[src/lff_pkg.sv]
// ----------------------------------------------------------------------------
// lff_pkg
// Shared types, codes and constants of the indicator LED fade follower.
// ----------------------------------------------------------------------------
package lff_pkg;

  // number of steps of a linear fade
  localparam int unsigned FADE_STEP_COUNT = 20;

  // fade step index and its one-bit-wider compare form
  localparam int unsigned IDX_W = 5;
  localparam int unsigned CNT_W = IDX_W + 1;
  localparam logic [CNT_W-1:0] FADE_N = CNT_W'(FADE_STEP_COUNT);

  // reciprocal for dividing an 8-bit level difference by the step count
  localparam int unsigned RECIP_SHIFT = 16;
  localparam int unsigned RECIP_W     = RECIP_SHIFT + 1;
  localparam int unsigned FADE_RECIP  = (1 << RECIP_SHIFT) / FADE_STEP_COUNT;

  // configuration port
  localparam int unsigned CFG_IDX_W  = 3;
  localparam int unsigned CFG_DATA_W = 16;

  localparam logic [CFG_IDX_W-1:0] REG_MIN_LEVEL      = 3'd0;
  localparam logic [CFG_IDX_W-1:0] REG_OFF_DELAY_MS   = 3'd1;
  localparam logic [CFG_IDX_W-1:0] REG_ADJUST_WINDOW  = 3'd2;
  localparam logic [CFG_IDX_W-1:0] REG_FADE_STEP_MS   = 3'd3;
  localparam logic [CFG_IDX_W-1:0] REG_SPEED_DOWN_KEY = 3'd4;
  localparam logic [CFG_IDX_W-1:0] REG_SPEED_UP_KEY   = 3'd5;
  localparam logic [CFG_IDX_W-1:0] REG_LEFT_MOD_KEY   = 3'd6;
  localparam logic [CFG_IDX_W-1:0] REG_RIGHT_MOD_KEY  = 3'd7;

  // register reset values
  localparam logic [7:0]  RST_MIN_LEVEL      = 8'd10;
  localparam logic [15:0] RST_OFF_DELAY_MS   = 16'd3000;
  localparam logic [15:0] RST_ADJUST_WINDOW  = 16'd250;
  localparam logic [9:0]  RST_FADE_STEP_MS   = 10'd20;
  localparam logic [7:0]  RST_SPEED_DOWN_KEY = 8'd35;
  localparam logic [7:0]  RST_SPEED_UP_KEY   = 8'd36;
  localparam logic [7:0]  RST_LEFT_MOD_KEY   = 8'd49;
  localparam logic [7:0]  RST_RIGHT_MOD_KEY  = 8'd50;

  // state reset values
  localparam logic [7:0] RST_PREV_BACKLIGHT = 8'd255;
  localparam logic [7:0] RST_VALID_LEVEL    = 8'd10;

  // word kinds
  localparam logic [1:0] KIND_TICK   = 2'd0;
  localparam logic [1:0] KIND_KEY    = 2'd1;
  localparam logic [1:0] KIND_SAMPLE = 2'd2;

  typedef struct packed {
    logic [7:0]  min_level;
    logic [15:0] idle_delay;
    logic [15:0] adjust_window_ms;
    logic [9:0]  step_period;
    logic [7:0]  speed_down_key;
    logic [7:0]  speed_up_key;
    logic [7:0]  left_modifier_key;
    logic [7:0]  right_modifier_key;
  } cfg_t;

  typedef struct packed {
    logic [1:0] kind;
    logic [7:0] key_position;
    logic       key_pressed;
    logic [7:0] backlight_level;
  } item_t;

  typedef struct packed {
    logic [7:0] drive_lvl;
    logic [7:0] last_valid_level;
  } result_t;

endpackage

[src/indicator_led_fade_follow.sv]
// ----------------------------------------------------------------------------
// indicator_led_fade_follow
// Indicator LED level controller that follows deliberate backlight changes.
// Each input word is a 1 ms tick, a key press or release, or a backlight
// sample, and each produces exactly one result word carrying the LED level
// and the last deliberately set level. The first sample after reset sets the
// boot level; later samples move the LED only after a speed key was pressed
// with a modifier held inside the adjust window. A dark LED fades in over
// FADE_STEP_COUNT steps, a lit one jumps, and an idle timeout fades it to
// zero. Rate is one word per clock while the result side does not stall; an
// accepted word sits in the input register, a single pass of update logic
// runs, and the result register loads it. A stalled result holds the input
// register, which then stalls the input in the same cycle. Configuration
// registers are written through cfg_we_i / cfg_idx_i / cfg_wdata_i; the user
// must write them only while the block is idle; the block does not enforce it.
// ----------------------------------------------------------------------------
module indicator_led_fade_follow (
  input  logic                           clk_i,
  input  logic                           rst_ni,
  // configuration write port
  input  logic                           cfg_we_i,
  input  logic [lff_pkg::CFG_IDX_W-1:0]  cfg_idx_i,
  input  logic [lff_pkg::CFG_DATA_W-1:0] cfg_wdata_i,
  // input words
  input  logic                           in_valid_i,
  output logic                           in_stall_o,
  input  logic [1:0]                     kind_i,
  input  logic [7:0]                     key_position_i,
  input  logic                           key_pressed_i,
  input  logic [7:0]                     backlight_level_i,
  // result words
  output logic                           out_valid_o,
  input  logic                           out_stall_i,
  output logic [7:0]                     led_level_o,
  output logic [7:0]                     last_valid_level_o
);

  lff_pkg::cfg_t    cfg;
  lff_pkg::item_t   item_q;
  lff_pkg::result_t result;
  lff_pkg::result_t out_q;

  logic in_valid_q;
  logic out_valid_q;
  logic out_ready;
  logic advance;

  // result register can take a word when empty or when its word leaves now
  assign out_ready  = !out_valid_q || !out_stall_i;
  // held word moves into the state and result register
  assign advance    = in_valid_q && out_ready;
  // input register frees up whenever its word advances
  assign in_stall_o = in_valid_q && !out_ready;

  lff_cfg u_cfg (
    .clk_i       (clk_i),
    .rst_ni      (rst_ni),
    .cfg_we_i    (cfg_we_i),
    .cfg_idx_i   (cfg_idx_i),
    .cfg_wdata_i (cfg_wdata_i),
    .cfg_o       (cfg)
  );

  // input register: control
  always_ff @(posedge clk_i or negedge rst_ni) begin
    if (!rst_ni) begin
      in_valid_q <= 1'b0;
    end else if (!in_stall_o) begin
      in_valid_q <= in_valid_i;
    end
  end

  // input register: word payload
  always_ff @(posedge clk_i) begin
    if (in_valid_i && !in_stall_o) begin
      item_q.kind            <= kind_i;
      item_q.key_position    <= key_position_i;
      item_q.key_pressed     <= key_pressed_i;
      item_q.backlight_level <= backlight_level_i;
    end
  end

  // LED state and its update, committed when the word advances
  lff_core u_core (
    .clk_i    (clk_i),
    .rst_ni   (rst_ni),
    .cfg_i    (cfg),
    .item_i   (item_q),
    .fire_i   (advance),
    .result_o (result)
  );

  // result register: control
  always_ff @(posedge clk_i or negedge rst_ni) begin
    if (!rst_ni) begin
      out_valid_q <= 1'b0;
    end else if (out_ready) begin
      out_valid_q <= advance;
    end
  end

  // result register: word payload
  always_ff @(posedge clk_i) begin
    if (advance) begin
      out_q <= result;
    end
  end

  assign out_valid_o        = out_valid_q;
  assign led_level_o        = out_q.drive_lvl;
  assign last_valid_level_o = out_q.last_valid_level;

endmodule

[src/lff_cfg.sv]
// ----------------------------------------------------------------------------
// lff_cfg
// Configuration register file with a plain indexed write port.
// ----------------------------------------------------------------------------
module lff_cfg (
  input  logic                           clk_i,
  input  logic                           rst_ni,
  input  logic                           cfg_we_i,
  input  logic [lff_pkg::CFG_IDX_W-1:0]  cfg_idx_i,
  input  logic [lff_pkg::CFG_DATA_W-1:0] cfg_wdata_i,
  output lff_pkg::cfg_t                  cfg_o
);

  lff_pkg::cfg_t cfg_q, cfg_d;

  always_comb begin
    cfg_d = cfg_q;
    if (cfg_we_i) begin
      unique case (cfg_idx_i)
        lff_pkg::REG_MIN_LEVEL:      cfg_d.min_level          = cfg_wdata_i[7:0];
        lff_pkg::REG_OFF_DELAY_MS:   cfg_d.idle_delay         = cfg_wdata_i[15:0];
        lff_pkg::REG_ADJUST_WINDOW:  cfg_d.adjust_window_ms   = cfg_wdata_i[15:0];
        lff_pkg::REG_FADE_STEP_MS:   cfg_d.step_period        = cfg_wdata_i[9:0];
        lff_pkg::REG_SPEED_DOWN_KEY: cfg_d.speed_down_key     = cfg_wdata_i[7:0];
        lff_pkg::REG_SPEED_UP_KEY:   cfg_d.speed_up_key       = cfg_wdata_i[7:0];
        lff_pkg::REG_LEFT_MOD_KEY:   cfg_d.left_modifier_key  = cfg_wdata_i[7:0];
        lff_pkg::REG_RIGHT_MOD_KEY:  cfg_d.right_modifier_key = cfg_wdata_i[7:0];
        default:                     cfg_d = cfg_q;
      endcase
    end
  end

  always_ff @(posedge clk_i or negedge rst_ni) begin
    if (!rst_ni) begin
      cfg_q.min_level          <= lff_pkg::RST_MIN_LEVEL;
      cfg_q.idle_delay         <= lff_pkg::RST_OFF_DELAY_MS;
      cfg_q.adjust_window_ms   <= lff_pkg::RST_ADJUST_WINDOW;
      cfg_q.step_period        <= lff_pkg::RST_FADE_STEP_MS;
      cfg_q.speed_down_key     <= lff_pkg::RST_SPEED_DOWN_KEY;
      cfg_q.speed_up_key       <= lff_pkg::RST_SPEED_UP_KEY;
      cfg_q.left_modifier_key  <= lff_pkg::RST_LEFT_MOD_KEY;
      cfg_q.right_modifier_key <= lff_pkg::RST_RIGHT_MOD_KEY;
    end else begin
      cfg_q <= cfg_d;
    end
  end

  assign cfg_o = cfg_q;

endmodule

[src/lff_core.sv]
// ----------------------------------------------------------------------------
// lff_core
// LED state and its single-pass update for one tick, key or sample word.
// ----------------------------------------------------------------------------
module lff_core (
  input  logic             clk_i,
  input  logic             rst_ni,
  input  lff_pkg::cfg_t    cfg_i,
  input  lff_pkg::item_t   item_i,
  input  logic             fire_i,
  output lff_pkg::result_t result_o
);

  localparam int unsigned IW = lff_pkg::IDX_W;
  localparam int unsigned CW = lff_pkg::CNT_W;
  localparam int unsigned PW = 8 + lff_pkg::RECIP_W;

  typedef struct packed {
    logic          up;
    logic [7:0]    quo;
    logic [IW-1:0] rem;
  } setup_t;

  // difference over step count, split into per-step quotient and remainder
  function automatic setup_t fade_setup(logic [7:0] origin, logic [7:0] target);
    logic [7:0]    diff;
    logic [PW-1:0] prod;
    logic [7:0]    q;
    logic [13:0]   qn;
    logic [13:0]   rem;
    setup_t        s;
    s.up = (target >= origin);
    diff = s.up ? (target - origin) : (origin - target);
    prod = {{lff_pkg::RECIP_W{1'b0}}, diff}
         * {8'b0, lff_pkg::RECIP_W'(lff_pkg::FADE_RECIP)};
    q    = prod[lff_pkg::RECIP_SHIFT +: 8];
    qn   = {6'b0, q} * 14'(lff_pkg::FADE_STEP_COUNT);
    rem  = {6'b0, diff} - qn;
    // estimate is at most one low
    if (rem >= 14'(lff_pkg::FADE_STEP_COUNT)) begin
      q   = q + 8'd1;
      rem = rem - 14'(lff_pkg::FADE_STEP_COUNT);
    end
    s.quo = q;
    s.rem = rem[IW-1:0];
    return s;
  endfunction

  logic          booted_q, booted_d;
  logic [7:0]    prev_bl_q, prev_bl_d;
  logic [7:0]    drive_q, drive_d;
  logic [7:0]    target_q, target_d;
  logic [7:0]    origin_q, origin_d;
  logic          up_q, up_d;
  logic [7:0]    step_quo_q, step_quo_d;
  logic [IW-1:0] step_rem_q, step_rem_d;
  logic [7:0]    acc_quo_q, acc_quo_d;
  logic [IW-1:0] acc_rem_q, acc_rem_d;
  logic          running_q, running_d;
  logic [IW-1:0] index_q, index_d;
  logic [9:0]    fade_cnt_q, fade_cnt_d;
  logic [15:0]   off_cnt_q, off_cnt_d;
  logic          off_armed_q, off_armed_d;
  logic          adj_pending_q, adj_pending_d;
  logic [15:0]   adj_age_q, adj_age_d;
  logic          left_held_q, left_held_d;
  logic          right_held_q, right_held_d;
  logic [7:0]    valid_q, valid_d;

  always_comb begin
    logic          sf_start;
    logic [7:0]    sf_target;
    logic [CW-1:0] idx_next;
    logic [CW-1:0] rem_sum;
    logic [CW-1:0] rem_wrap;
    logic [7:0]    lvl_min;
    logic          speed_key;
    setup_t        setup;

    booted_d      = booted_q;
    prev_bl_d     = prev_bl_q;
    drive_d       = drive_q;
    target_d      = target_q;
    origin_d      = origin_q;
    up_d          = up_q;
    step_quo_d    = step_quo_q;
    step_rem_d    = step_rem_q;
    acc_quo_d     = acc_quo_q;
    acc_rem_d     = acc_rem_q;
    running_d     = running_q;
    index_d       = index_q;
    fade_cnt_d    = fade_cnt_q;
    off_cnt_d     = off_cnt_q;
    off_armed_d   = off_armed_q;
    adj_pending_d = adj_pending_q;
    adj_age_d     = adj_age_q;
    left_held_d   = left_held_q;
    right_held_d  = right_held_q;
    valid_d       = valid_q;

    sf_start  = 1'b0;
    sf_target = 8'd0;
    idx_next  = {1'b0, index_q} + CW'(1);
    rem_sum   = {1'b0, acc_rem_q} + {1'b0, step_rem_q};
    rem_wrap  = rem_sum - lff_pkg::FADE_N;
    lvl_min   = (item_i.backlight_level < cfg_i.min_level) ?
                cfg_i.min_level : item_i.backlight_level;
    speed_key = (item_i.key_position == cfg_i.speed_down_key) ||
                (item_i.key_position == cfg_i.speed_up_key);

    case (item_i.kind)
      lff_pkg::KIND_TICK: begin
        if (adj_age_q != 16'hFFFF) begin
          adj_age_d = adj_age_q + 16'd1;
        end
        if (booted_q) begin
          if (running_q) begin
            if (fade_cnt_q < 10'd2) begin
              drive_d = up_q ? (origin_q + acc_quo_q) : (origin_q - acc_quo_q);
              if (idx_next > lff_pkg::FADE_N) begin
                drive_d   = target_q;
                running_d = 1'b0;
                index_d   = '0;
              end else begin
                index_d    = idx_next[IW-1:0];
                fade_cnt_d = cfg_i.step_period;
                if (rem_sum >= lff_pkg::FADE_N) begin
                  acc_quo_d = acc_quo_q + step_quo_q + 8'd1;
                  acc_rem_d = rem_wrap[IW-1:0];
                end else begin
                  acc_quo_d = acc_quo_q + step_quo_q;
                  acc_rem_d = rem_sum[IW-1:0];
                end
              end
            end else begin
              fade_cnt_d = fade_cnt_q - 10'd1;
            end
          end
          if (off_armed_q) begin
            if (off_cnt_q < 16'd2) begin
              off_armed_d = 1'b0;
              off_cnt_d   = '0;
              sf_start    = 1'b1;
              sf_target   = 8'd0;
            end else begin
              off_cnt_d = off_cnt_q - 16'd1;
            end
          end
        end
      end
      lff_pkg::KIND_KEY: begin
        if (item_i.key_position == cfg_i.left_modifier_key) begin
          left_held_d = item_i.key_pressed;
        end else if (item_i.key_position == cfg_i.right_modifier_key) begin
          right_held_d = item_i.key_pressed;
        end
        if (item_i.key_pressed && (left_held_d || right_held_d) && speed_key) begin
          adj_age_d     = '0;
          adj_pending_d = 1'b1;
        end
      end
      lff_pkg::KIND_SAMPLE: begin
        if (!booted_q) begin
          // boot level: zero stays dark, anything else at least the floor
          booted_d  = 1'b1;
          prev_bl_d = item_i.backlight_level;
          drive_d   = (item_i.backlight_level == 8'd0) ? 8'd0 : lvl_min;
          if (item_i.backlight_level != 8'd0) begin
            valid_d = lvl_min;
          end
          off_armed_d = 1'b1;
          off_cnt_d   = cfg_i.idle_delay;
        end else if (item_i.backlight_level != prev_bl_q) begin
          prev_bl_d     = item_i.backlight_level;
          adj_pending_d = 1'b0;
          if (adj_pending_q && (adj_age_q <= cfg_i.adjust_window_ms)) begin
            valid_d = lvl_min;
            if (drive_q == 8'd0) begin
              sf_start  = 1'b1;
              sf_target = lvl_min;
            end else begin
              running_d  = 1'b0;
              index_d    = '0;
              fade_cnt_d = '0;
              drive_d    = lvl_min;
            end
            off_armed_d = 1'b1;
            off_cnt_d   = cfg_i.idle_delay;
          end
        end
      end
      default: begin
      end
    endcase

    // new fade starts from the level reached so far in this word
    setup = fade_setup(drive_d, sf_target);
    if (sf_start) begin
      origin_d   = drive_d;
      target_d   = sf_target;
      up_d       = setup.up;
      step_quo_d = setup.quo;
      step_rem_d = setup.rem;
      acc_quo_d  = '0;
      acc_rem_d  = '0;
      index_d    = '0;
      running_d  = 1'b1;
      fade_cnt_d = cfg_i.step_period;
    end
  end

  always_ff @(posedge clk_i or negedge rst_ni) begin
    if (!rst_ni) begin
      booted_q      <= 1'b0;
      prev_bl_q     <= lff_pkg::RST_PREV_BACKLIGHT;
      drive_q       <= '0;
      target_q      <= '0;
      origin_q      <= '0;
      up_q          <= 1'b1;
      step_quo_q    <= '0;
      step_rem_q    <= '0;
      acc_quo_q     <= '0;
      acc_rem_q     <= '0;
      running_q     <= 1'b0;
      index_q       <= '0;
      fade_cnt_q    <= '0;
      off_cnt_q     <= '0;
      off_armed_q   <= 1'b0;
      adj_pending_q <= 1'b0;
      adj_age_q     <= '0;
      left_held_q   <= 1'b0;
      right_held_q  <= 1'b0;
      valid_q       <= lff_pkg::RST_VALID_LEVEL;
    end else if (fire_i) begin
      booted_q      <= booted_d;
      prev_bl_q     <= prev_bl_d;
      drive_q       <= drive_d;
      target_q      <= target_d;
      origin_q      <= origin_d;
      up_q          <= up_d;
      step_quo_q    <= step_quo_d;
      step_rem_q    <= step_rem_d;
      acc_quo_q     <= acc_quo_d;
      acc_rem_q     <= acc_rem_d;
      running_q     <= running_d;
      index_q       <= index_d;
      fade_cnt_q    <= fade_cnt_d;
      off_cnt_q     <= off_cnt_d;
      off_armed_q   <= off_armed_d;
      adj_pending_q <= adj_pending_d;
      adj_age_q     <= adj_age_d;
      left_held_q   <= left_held_d;
      right_held_q  <= right_held_d;
      valid_q       <= valid_d;
    end
  end

  assign result_o.drive_lvl        = drive_d;
  assign result_o.last_valid_level = valid_d;

endmodule

[config.mk]
export PLATFORM = sky130hd
export DESIGN_NAME = indicator_led_fade_follow
export DESIGN_NICKNAME = d
export VERILOG_FILES = /design/src/lff_pkg.sv /design/src/indicator_led_fade_follow.sv /design/src/lff_cfg.sv /design/src/lff_core.sv
export SDC_FILE = /design/constraint.sdc
export NUM_CORES = 1
export LEC_CHECK = 0
export BUFFER_PORTS_ARGS = -buffer_cell sky130_fd_sc_hd__buf_4
export CAP_MARGIN = 10
export CORE_UTILIZATION = 55
export CTS_BUF_LIST = sky130_fd_sc_hd__clkbuf_8
export CTS_CLUSTER_DIAMETER = 50
export DETAILED_ROUTE_END_ITERATION = 8
export PLACE_DENSITY_LB_ADDON = 0.12
export SLEW_MARGIN = 20
export SYNTH_ARGS = -nofsm -noshare
export SYNTH_HDL_FRONTEND = slang
export SYNTH_SLANG_ARGS = --single-unit
[constraint.sdc]
create_clock -name clk_i -period 35.3 [get_ports clk_i]
set_input_delay 7.06 -clock clk_i [delete_from_list [all_inputs] [get_ports clk_i]]
set_output_delay 7.06 -clock clk_i [all_outputs]
set_load 0.01 [all_outputs]
=== After elaboration in Yosys (flattened, before gate mapping) ===
Cells that the tools add are included.

* Register bits after elaboration: 239
* Bits in latches: 0
* RAM bits: 0
* Bits in read-only memories: 0
* Bits of input ports: 43
* Word-level logic and storage cells: 245
* Memories kept: 0

* Add/sub/neg operators: 15
* Multipliers: 2
* Div/mod/pow operators: 0
* Order comparisons: 8
* Eq/ne operators: 33
* Shift operators: 0
* Mux-type cells: 105
* Bitwise gates (word level): 0
* Reductions and logical operators: 46

{| class="wikitable"
|+ Operators with widths
! operator !! count
|-
| two-way mux 8 bit || 32
|-
| two-way mux 16 bit || 8
|-
| two-way mux 10 bit || 9
|-
| two-way mux 5 bit || 17
|-
| one-hot mux 16 bit (2 select lines) || 2
|-
| equality test 8 bit || 4
|-
| two-way mux 1 bit || 30
|-
| subtractor 8 bit || 3
|-
| AND reduction 2 bit || 11
|-
| one-hot mux 10 bit (2 select lines) || 1
|-
| multiplier 8 x 10 -> 18 bit (second input constant) || 1
|-
| inequality test 3 x 1 -> 1 bit (second input constant) || 6
|-
| AND reduction 9 bit || 2
|-
| adder 16 x 1 -> 16 bit (second input constant) || 1
|-
| adder 8 bit || 2
|-
| <= comparator 16 bit || 1
|-
| zero test 8 bit || 2
|-
| < comparator 16 x 2 -> 1 bit (second input constant) || 1
|-
| inequality test 16 bit (second input constant) || 1
|-
| one-hot mux 8 bit (2 select lines) || 1
|-
| subtractor 16 x 1 -> 16 bit (second input constant) || 1
|-
| >= comparator 14 x 5 -> 1 bit (second input constant) || 1
|-
| nonzero test 2 bit || 7
|-
| equality test 3 bit (second input constant) || 4
|-
| 36 further kinds || 61
|}

=== Depth between registers and ports, before layout ===
Gate-level depths: netlist of run 1.

* Word-level depth: 14
* Depth in mapped cells: 61

=== Cells and area by module ===
A second synthesis of run 1 with hierarchy kept.

* Cell total of the unflattened synthesis: 1474
* Area total of the unflattened synthesis: 14865.5 µm²

{| class="wikitable"
|+ Modules (own cells, without submodules)
! module !! instances !! cells an instance !! area each (µm²) !! seq. area each (µm²)
|-
| lff_core || 1 || 1249 || 10458.8 || 2941.6
|-
| lff_cfg || 1 || 182 || 3263.1 || 2087.0
|-
| indicator_led_fade_follow || 1 || 43 || 1143.6 || 1101.1
|}

=== Least setup slack after synthesis of run 1 ===
Ideal clock, no wire load.

* Path kind: input to output
* Start point: input out_stall_i
* End point: output in_stall_o
* Data arrival time: 7246 ps
* Required time: 28240 ps
* Setup slack: 20994 ps
* Cell stages on the path: 2
* Buffers on the path: 0
* Cell sequence: nand3_1 -> inv_1

* Longest elaborated chain between the ends: 4

{| class="wikitable"
|+ Ends and longest elaborated chain
! what !! RTL line !! source
|-
| start: declaration || indicator_led_fade_follow.sv:33 || <nowiki>input logic out_stall_i,</nowiki>
|-
| zero test 1 bit || indicator_led_fade_follow.sv:49 || <nowiki>assign out_ready = !out_valid_q || !out_stall_i;</nowiki>
|-
| logical OR 1 bit || indicator_led_fade_follow.sv:49 ||
|-
| zero test 1 bit || indicator_led_fade_follow.sv:53 || <nowiki>assign in_stall_o = in_valid_q && !out_ready;</nowiki>
|-
| logical AND 1 bit || indicator_led_fade_follow.sv:53 ||
|-
| end: declaration || indicator_led_fade_follow.sv:26 || <nowiki>output logic in_stall_o,</nowiki>
|}

No other way between the ends.

=== Final worst setup path of run 1 ===
Same ends and word-level chain as after synthesis.

==> impl_metrics.env, run 1 <==
export IMPL_outcome="complete, but fails checks"
export IMPL_violations="DRC"
export IMPL_synth_edf_count=35
export IMPL_async_reset_ff_frac=0.852
export IMPL_via_per_inst=5.80
export IMPL_antenna_found_initial=0
export IMPL_tightest_slew_ns=1.06
export IMPL_cp_start_kind="input port"
export IMPL_synth_seq_cells=236
export IMPL_drc=2
export IMPL_seq_area_frac_synth=0.414
export IMPL_utilization=0.630
export IMPL_skew_ns=0.0256
export IMPL_cpMostUsedCell="buf_4"
export IMPL_end_kind="output port"
export IMPL_grt_pass1_vias=11300
export IMPL_fmax_mhz=68.9
export IMPL_synth_top_area_frac=0.274
export IMPL_antenna_left=0
export IMPL_fin_crit_ns=14.52
export IMPL_yosysUniqueCellTypes=94
export IMPL_cts_tree="yes"
export IMPL_synth_ff_type="dfrtp_1"
export IMPL_root_buffer="clkbuf_8"
export IMPL_start_util=0.565
export IMPL_drt_iter0_markers=677
export IMPL_clk_pin_slew_ns=0.06
export IMPL_place_hpwl_um=24400
export IMPL_fillers=2186
export IMPL_cp_max_fo=3
export IMPL_clock_sinks=236
export IMPL_clk_path_buf_depth=3
export IMPL_h_tree_depth=2
export IMPL_stdcell_area_um2=16500
export IMPL_crit_type="in -> out"
export IMPL_cts_setup_buffers=0
export IMPL_synth_warnings=0
export IMPL_ys_top_cells_by_area="dfrtp_1 (27%), ha_1 (9.2%), edfxtp_1 (7.1%)"
export IMPL_hp_class="reg -> reg"
export IMPL_cts_resized=0
export IMPL_grt_overflow=0
export IMPL_path_buf_inv=3
export IMPL_seqCellArea_um2=6130
export IMPL_cts_buffers=42
export IMPL_nets=1751
export IMPL_place_gp_congestion=0.861
export IMPL_num_rows=59
export IMPL_routed_wirelength_um=34100
export IMPL_vias=11300
export IMPL_die_h_um=166
export IMPL_max_cap_violations=0
export IMPL_first_pass_iters=9
export IMPL_grt_usage=0.255
export IMPL_synthTopCellsByCount="dfrtp_1 (162), nand2_1 (140), o21ai_0 (138)"
export IMPL_grt_pass1_wl_um=57000
export IMPL_slowest_delay_ns=0.13
export IMPL_post_dp_cell_area_um2=15600
export IMPL_portBuffers=60
export IMPL_path_delay_family="buffers and inverters"
export IMPL_yosys_area_top_type="dfrtp_1"
export IMPL_rsz0062_at_grt="false"
export IMPL_synthesis_area_um2=14800
export IMPL_ff2ff_setup_slack_ns=22.27
export IMPL_ioPinCount=61
export IMPL_max_slew_margin_rel=0.294
export IMPL_path_cells="buf_4, nand3_1, inv_1, buf_4"
export IMPL_cp_required_ns=28.24
export IMPL_hold_violations=0
export IMPL_avgRoutedWirePerCell_um=17.5
export IMPL_floorplan_die_area_um2=27600
export IMPL_area_growth_pct=11.6
export IMPL_clock_latency_ns=0.57
export IMPL_critical_path_slowest_cell="buf_4"
export IMPL_multi_input_comb_area_um2=8090
export IMPL_tns_ns=0
export IMPL_core_um2=26200
export IMPL_setup_violations=0
export IMPL_antennaDiodeCount=0
export IMPL_synth_avg_cell_area_um2=9.79
export IMPL_maxSlewViolCount=0
export IMPL_syn_num_nets=1681
export IMPL_syn_inst=1512
export IMPL_worstPathArrival_ns=7.46
export IMPL_layout_drive_gt1_share=0.187
export IMPL_synth_most_common_cell="dfrtp_1"
export IMPL_die_w_um=166
export IMPL_fin_crit_sh=0.411
export IMPL_postCtsHoldBufs=0
export IMPL_grt_max_degree=82
[routing by layer]
layer / vias up / part of all wire / GRT usage
met4: 0 / 0.019 / 0.0691
li1: 5526 / - / -
met5: - / 0 / 0
met2: 231 / 0.48 / 0.428
met3: 50 / 0.043 / 0.0360
met1: 5518 / 0.46 / 0.345
[cell families (layout without fill, tap and decap cells)]
family,after synthesis,after routing,synth area share
AOI/OAI and AO/OA,370,370,0.154
adders and majority gates,126,126,0.115
muxes,105,105,0.0785
xor gates and xnor gates,95,95,0.0562
and+or+nand+nor,421,421,0.140
buffers and inverters,159,263,0.0417
DFF,236,236,0.414
[tightest hold or removal path, delay by kind of cell (launching register included)]
kind            cells  cell delay [ns]
flops               1             0.34
compound gates      1             0.06
simple gates        1             0.05
[through the flow]
stage | setup WS, ns | hold slack (ns) | std cells
final | 20.78 | 0.482 | 1951
after floorplan | 20.99 | 0.444 | 1512
after detailed placement | 20.77 | 0.473 | 1873
after CTS | 20.77 | 0.483 | 1951
after global placement | 20.78 | 0.463 | 1873
after global routing | 20.74 | 0.517 | 1951
[placed cells by master (no fill, tap or decap), drive strengths merged, types with 9 or more instances in the layout]
cell type  Yosys  routed
nand2b        18      18
edfxtp        35      35
o211ai        11      11
nand3         27      27
nor4          12      12
xor2          32      32
fa            17      17
nand2        141     141
nor3          27      27
o31ai         17      17
or3           19      19
inv          109     123
nor2         106     106
a31oi         11      11
mux2          83      83
o21ai        144     144
ha           109     109
clkbuf        42      55
xnor2         63      63
dfrtp        162     162
a21oi         95      95
dfstp         39      39
clkinv         0       9
mux2i         22      22
nand4         21      21
buf            8      75
a21o          23      23
[final timing paths]
kind	cells past startpoint	startpoint	to
setup / recovery	4	out_stall_i	in_stall_o
hold / removal	2	u_core.off_cnt_q[0]	u_core.off_cnt_q[0]
setup reg to reg	56	u_cfg.cfg_o[49]	u_core.step_quo_q[4]
hold reg to reg	2	u_core.off_cnt_q[0]	u_core.off_cnt_q[0]
max in group asynchronous	2	rst_ni	u_cfg.cfg_o[42]
min in group asynchronous	1	rst_ni	u_core.valid_q[7]
[sequential cells by signal, indices dropped and copies added, names as in the netlist, 5 cells and up]
register	count
u_cfg.cfg_o	82
u_core.acc_quo_q	8
u_core.fade_cnt_q	10
u_core.valid_q	8
u_core.step_rem_q	5
u_core.origin_q	8
u_core.drive_q	8
led_level_o	8
last_valid_level_o	8
u_core.acc_rem_q	5
u_core.step_quo_q	5
u_core.prev_bl_q	8
item_q	19
u_core.index_q	5
u_core.adj_age_q	16
u_core.off_cnt_q	16
u_core.target_q	8
[final cells by class]
type / count / area share
timing repair buffer: 76 / 0.0354
sequential: 236 / 0.371
multi-input combinational: 1117 / 0.490
tap: 335 / 0.0254
clock buffer: 54 / 0.0450
inverter: 109 / 0.0248
clock inverter: 24 / 0.00901
Power of run 1 is left out: the tool's default activity adds up to more than one toggle a clock period on the data nets, which glitch-free logic cannot reach.
==> run 2, diff against run 1 <==
==> constraint.sdc (replaced) <==
create_clock -name clk_i -period 12.5 [get_ports clk_i]
set_input_delay 2.5 -clock clk_i [delete_from_list [all_inputs] [get_ports clk_i]]
set_output_delay 2.5 -clock clk_i [all_outputs]
set_load 0.01 [all_outputs]
==> run 2 against run 1 <==
Against the previous run:
- the run still ends with DRC left
- flip-flop and latch count stayed put
- non-clock buffer count grew 12
- utilization rose by 0.53 points
- count of clock-buffer cells in the layout is 4 lower
- die area did not move
- cell area rose by 0.85%
- register-to-register slack got worse by 22 ns
- global-route usage rose by 0.50 points
- wire length rose by 3.8%
- first-iteration DRC count up 31%
- clock skew grew 0.0030 ns
- sequential share of layout area is 0.30 points lower
- critical endpoint is now u_core.step_quo_q[4]
==> impl_metrics.env, run 2 (same netlist as run 1, synthesis figures left out) <==
export IMPL_outcome="complete, but fails checks"
export IMPL_violations="DRC"
export IMPL_clk_pin_slew_ns=0.06
export IMPL_first_pass_iters=8
export IMPL_seqCellArea_um2=6130
export IMPL_drt_iter0_markers=886
export IMPL_vias=11400
export IMPL_max_slew_margin_rel=0.261
export IMPL_die_w_um=166
export IMPL_fin_crit_ns=11.77
export IMPL_mostFrequentLayoutCell="dfrtp_1"
export IMPL_antennaDiodeCount=0
export IMPL_grt_pass1_vias=11200
export IMPL_portBuffers=60
export IMPL_skew_ns=0.0286
export IMPL_hold_violations=0
export IMPL_critical_path_slowest_cell="or3_1"
export IMPL_tightest_slew_ns=1.11
export IMPL_routed_wirelength_um=35300
export IMPL_drc=2
export IMPL_avgRoutedWirePerCell_um=18.0
export IMPL_clock_latency_ns=0.55
export IMPL_slowest_delay_ns=0.52
export IMPL_worstPathArrival_ns=12.18
export IMPL_h_tree_depth=2
export IMPL_end_kind="flop"
export IMPL_cts_tree="yes"
export IMPL_nets=1765
export IMPL_final_cells=1965
export IMPL_postCtsHoldBufs=0
export IMPL_core_um2=26200
export IMPL_grt_max_degree=74
export IMPL_layout_common_cells="dfrtp_1 (160), nand2_1 (140), o21ai_0 (135), inv_1 (121), ha_1 (108)"
export IMPL_cpMostUsedCell="ha_1"
export IMPL_antenna_left=0
export IMPL_area_growth_pct=12.5
export IMPL_grt_overflow=0
export IMPL_largest_register_ffs=82
export IMPL_clk_path_buf_depth=3
export IMPL_floorplan_die_area_um2=27600
export IMPL_grt_pass1_wl_um=57800
export IMPL_place_gp_congestion=0.861
export IMPL_placed_cells=1879
export IMPL_root_buffer="clkbuf_8"
export IMPL_layout_drive_gt1_share=0.204
export IMPL_clock_sinks=236
export IMPL_hp_class="reg -> reg"
export IMPL_cp_max_fo=9
export IMPL_tns_ns=0
export IMPL_cp_start_kind="flop"
export IMPL_grt_usage=0.259
export IMPL_die_h_um=166
export IMPL_setup_violations=0
export IMPL_via_per_inst=5.82
export IMPL_maxSlewViolCount=0
export IMPL_fin_crit_sh=0.941
export IMPL_rsz0062_at_grt="false"
export IMPL_ioPinCount=61
export IMPL_antenna_found_initial=0
export IMPL_fillers=2171
export IMPL_place_hpwl_um=25400
export IMPL_fmax_mhz=85.0
export IMPL_start_util=0.565
export IMPL_max_cap_violations=0
export IMPL_cts_buffers=43
export IMPL_multi_input_comb_area_um2=8160
export IMPL_cp_required_ns=12.91
export IMPL_crit_type="reg -> reg"
export IMPL_num_rows=59
run 2: cell types whose count changed in the layout (fill, tap and decap cells not counted), sizes merged:
cell,previous run,this run
and2,7,8
bufinv,1,2
clkinvlp,0,2
clkinv,9,11
buf,75,87
clkbuf,55,51
run 2: worst max-delay path, delay by kind of cell (launching register included):
kind,cells,cell delay [ns]
compound gates,17,3.12
xor+xnor,2,0.61
fa+ha+maj,10,3.27
buf+inv,3,0.40
flops,1,0.51
simple gates,18,3.68
run 2: routing by layer:
layer,vias up,share of wire,global-route usage
li1,5555,-,-
met4,0,0.016,0.0658
met1,5570,0.46,0.354
met2,263,0.48,0.434
met3,55,0.040,0.0374
met5,-,0,0
run 2: timing repair:
item | 4_1_cts | 5_1_grt
gates resized for setup | 0 | 22
setup endpoints to repair | 0 | 8
setup buffers | 0 | 6
run 2: per-stage QoR:
stage | hold WS (ns) | cell area [µm²] | setup WS [ns] | utilization
2_1_floorplan | 0.444 | 14800 | 1.24 | -
3_3_place_gp | 0.463 | 15700 | 0.592 | 0.597
3_5_place_dp | 0.470 | 15700 | 0.328 | 0.597
4_1_cts | 0.485 | 16500 | 0.208 | 0.631
5_1_grt | 0.495 | 16700 | 0.00287 | 0.636
6_report | 0.483 | 16700 | 0.733 | 0.636
run 2: path summary, 6_finish.rpt:
kind                                    startpoint  slack, ns  cells after the start              endpoint
worst min register to register  u_core.target_q[2]       0.48                      2    u_core.target_q[2]
worst max register to register     u_cfg.cfg_o[47]       0.73                     50  u_core.step_quo_q[4]
max in group asynchronous                   rst_ni       9.04                      2   u_core.acc_quo_q[0]
worst max-delay path               u_cfg.cfg_o[47]       0.73                     50  u_core.step_quo_q[4]
worst min-delay path            u_core.target_q[2]       0.48                      2    u_core.target_q[2]
min in group asynchronous                   rst_ni       1.98                      1     u_core.valid_q[7]
run 2: layout make-up:
class / count / share of cell area
sequential: 236 / 0.368
tap: 335 / 0.0252
multi-input combinational: 1118 / 0.490
inverter: 109 / 0.0246
timing repair buffer: 88 / 0.0400
clock buffer: 50 / 0.0413
clock inverter: 29 / 0.0113
Power of run 2 is left out for the same reason.
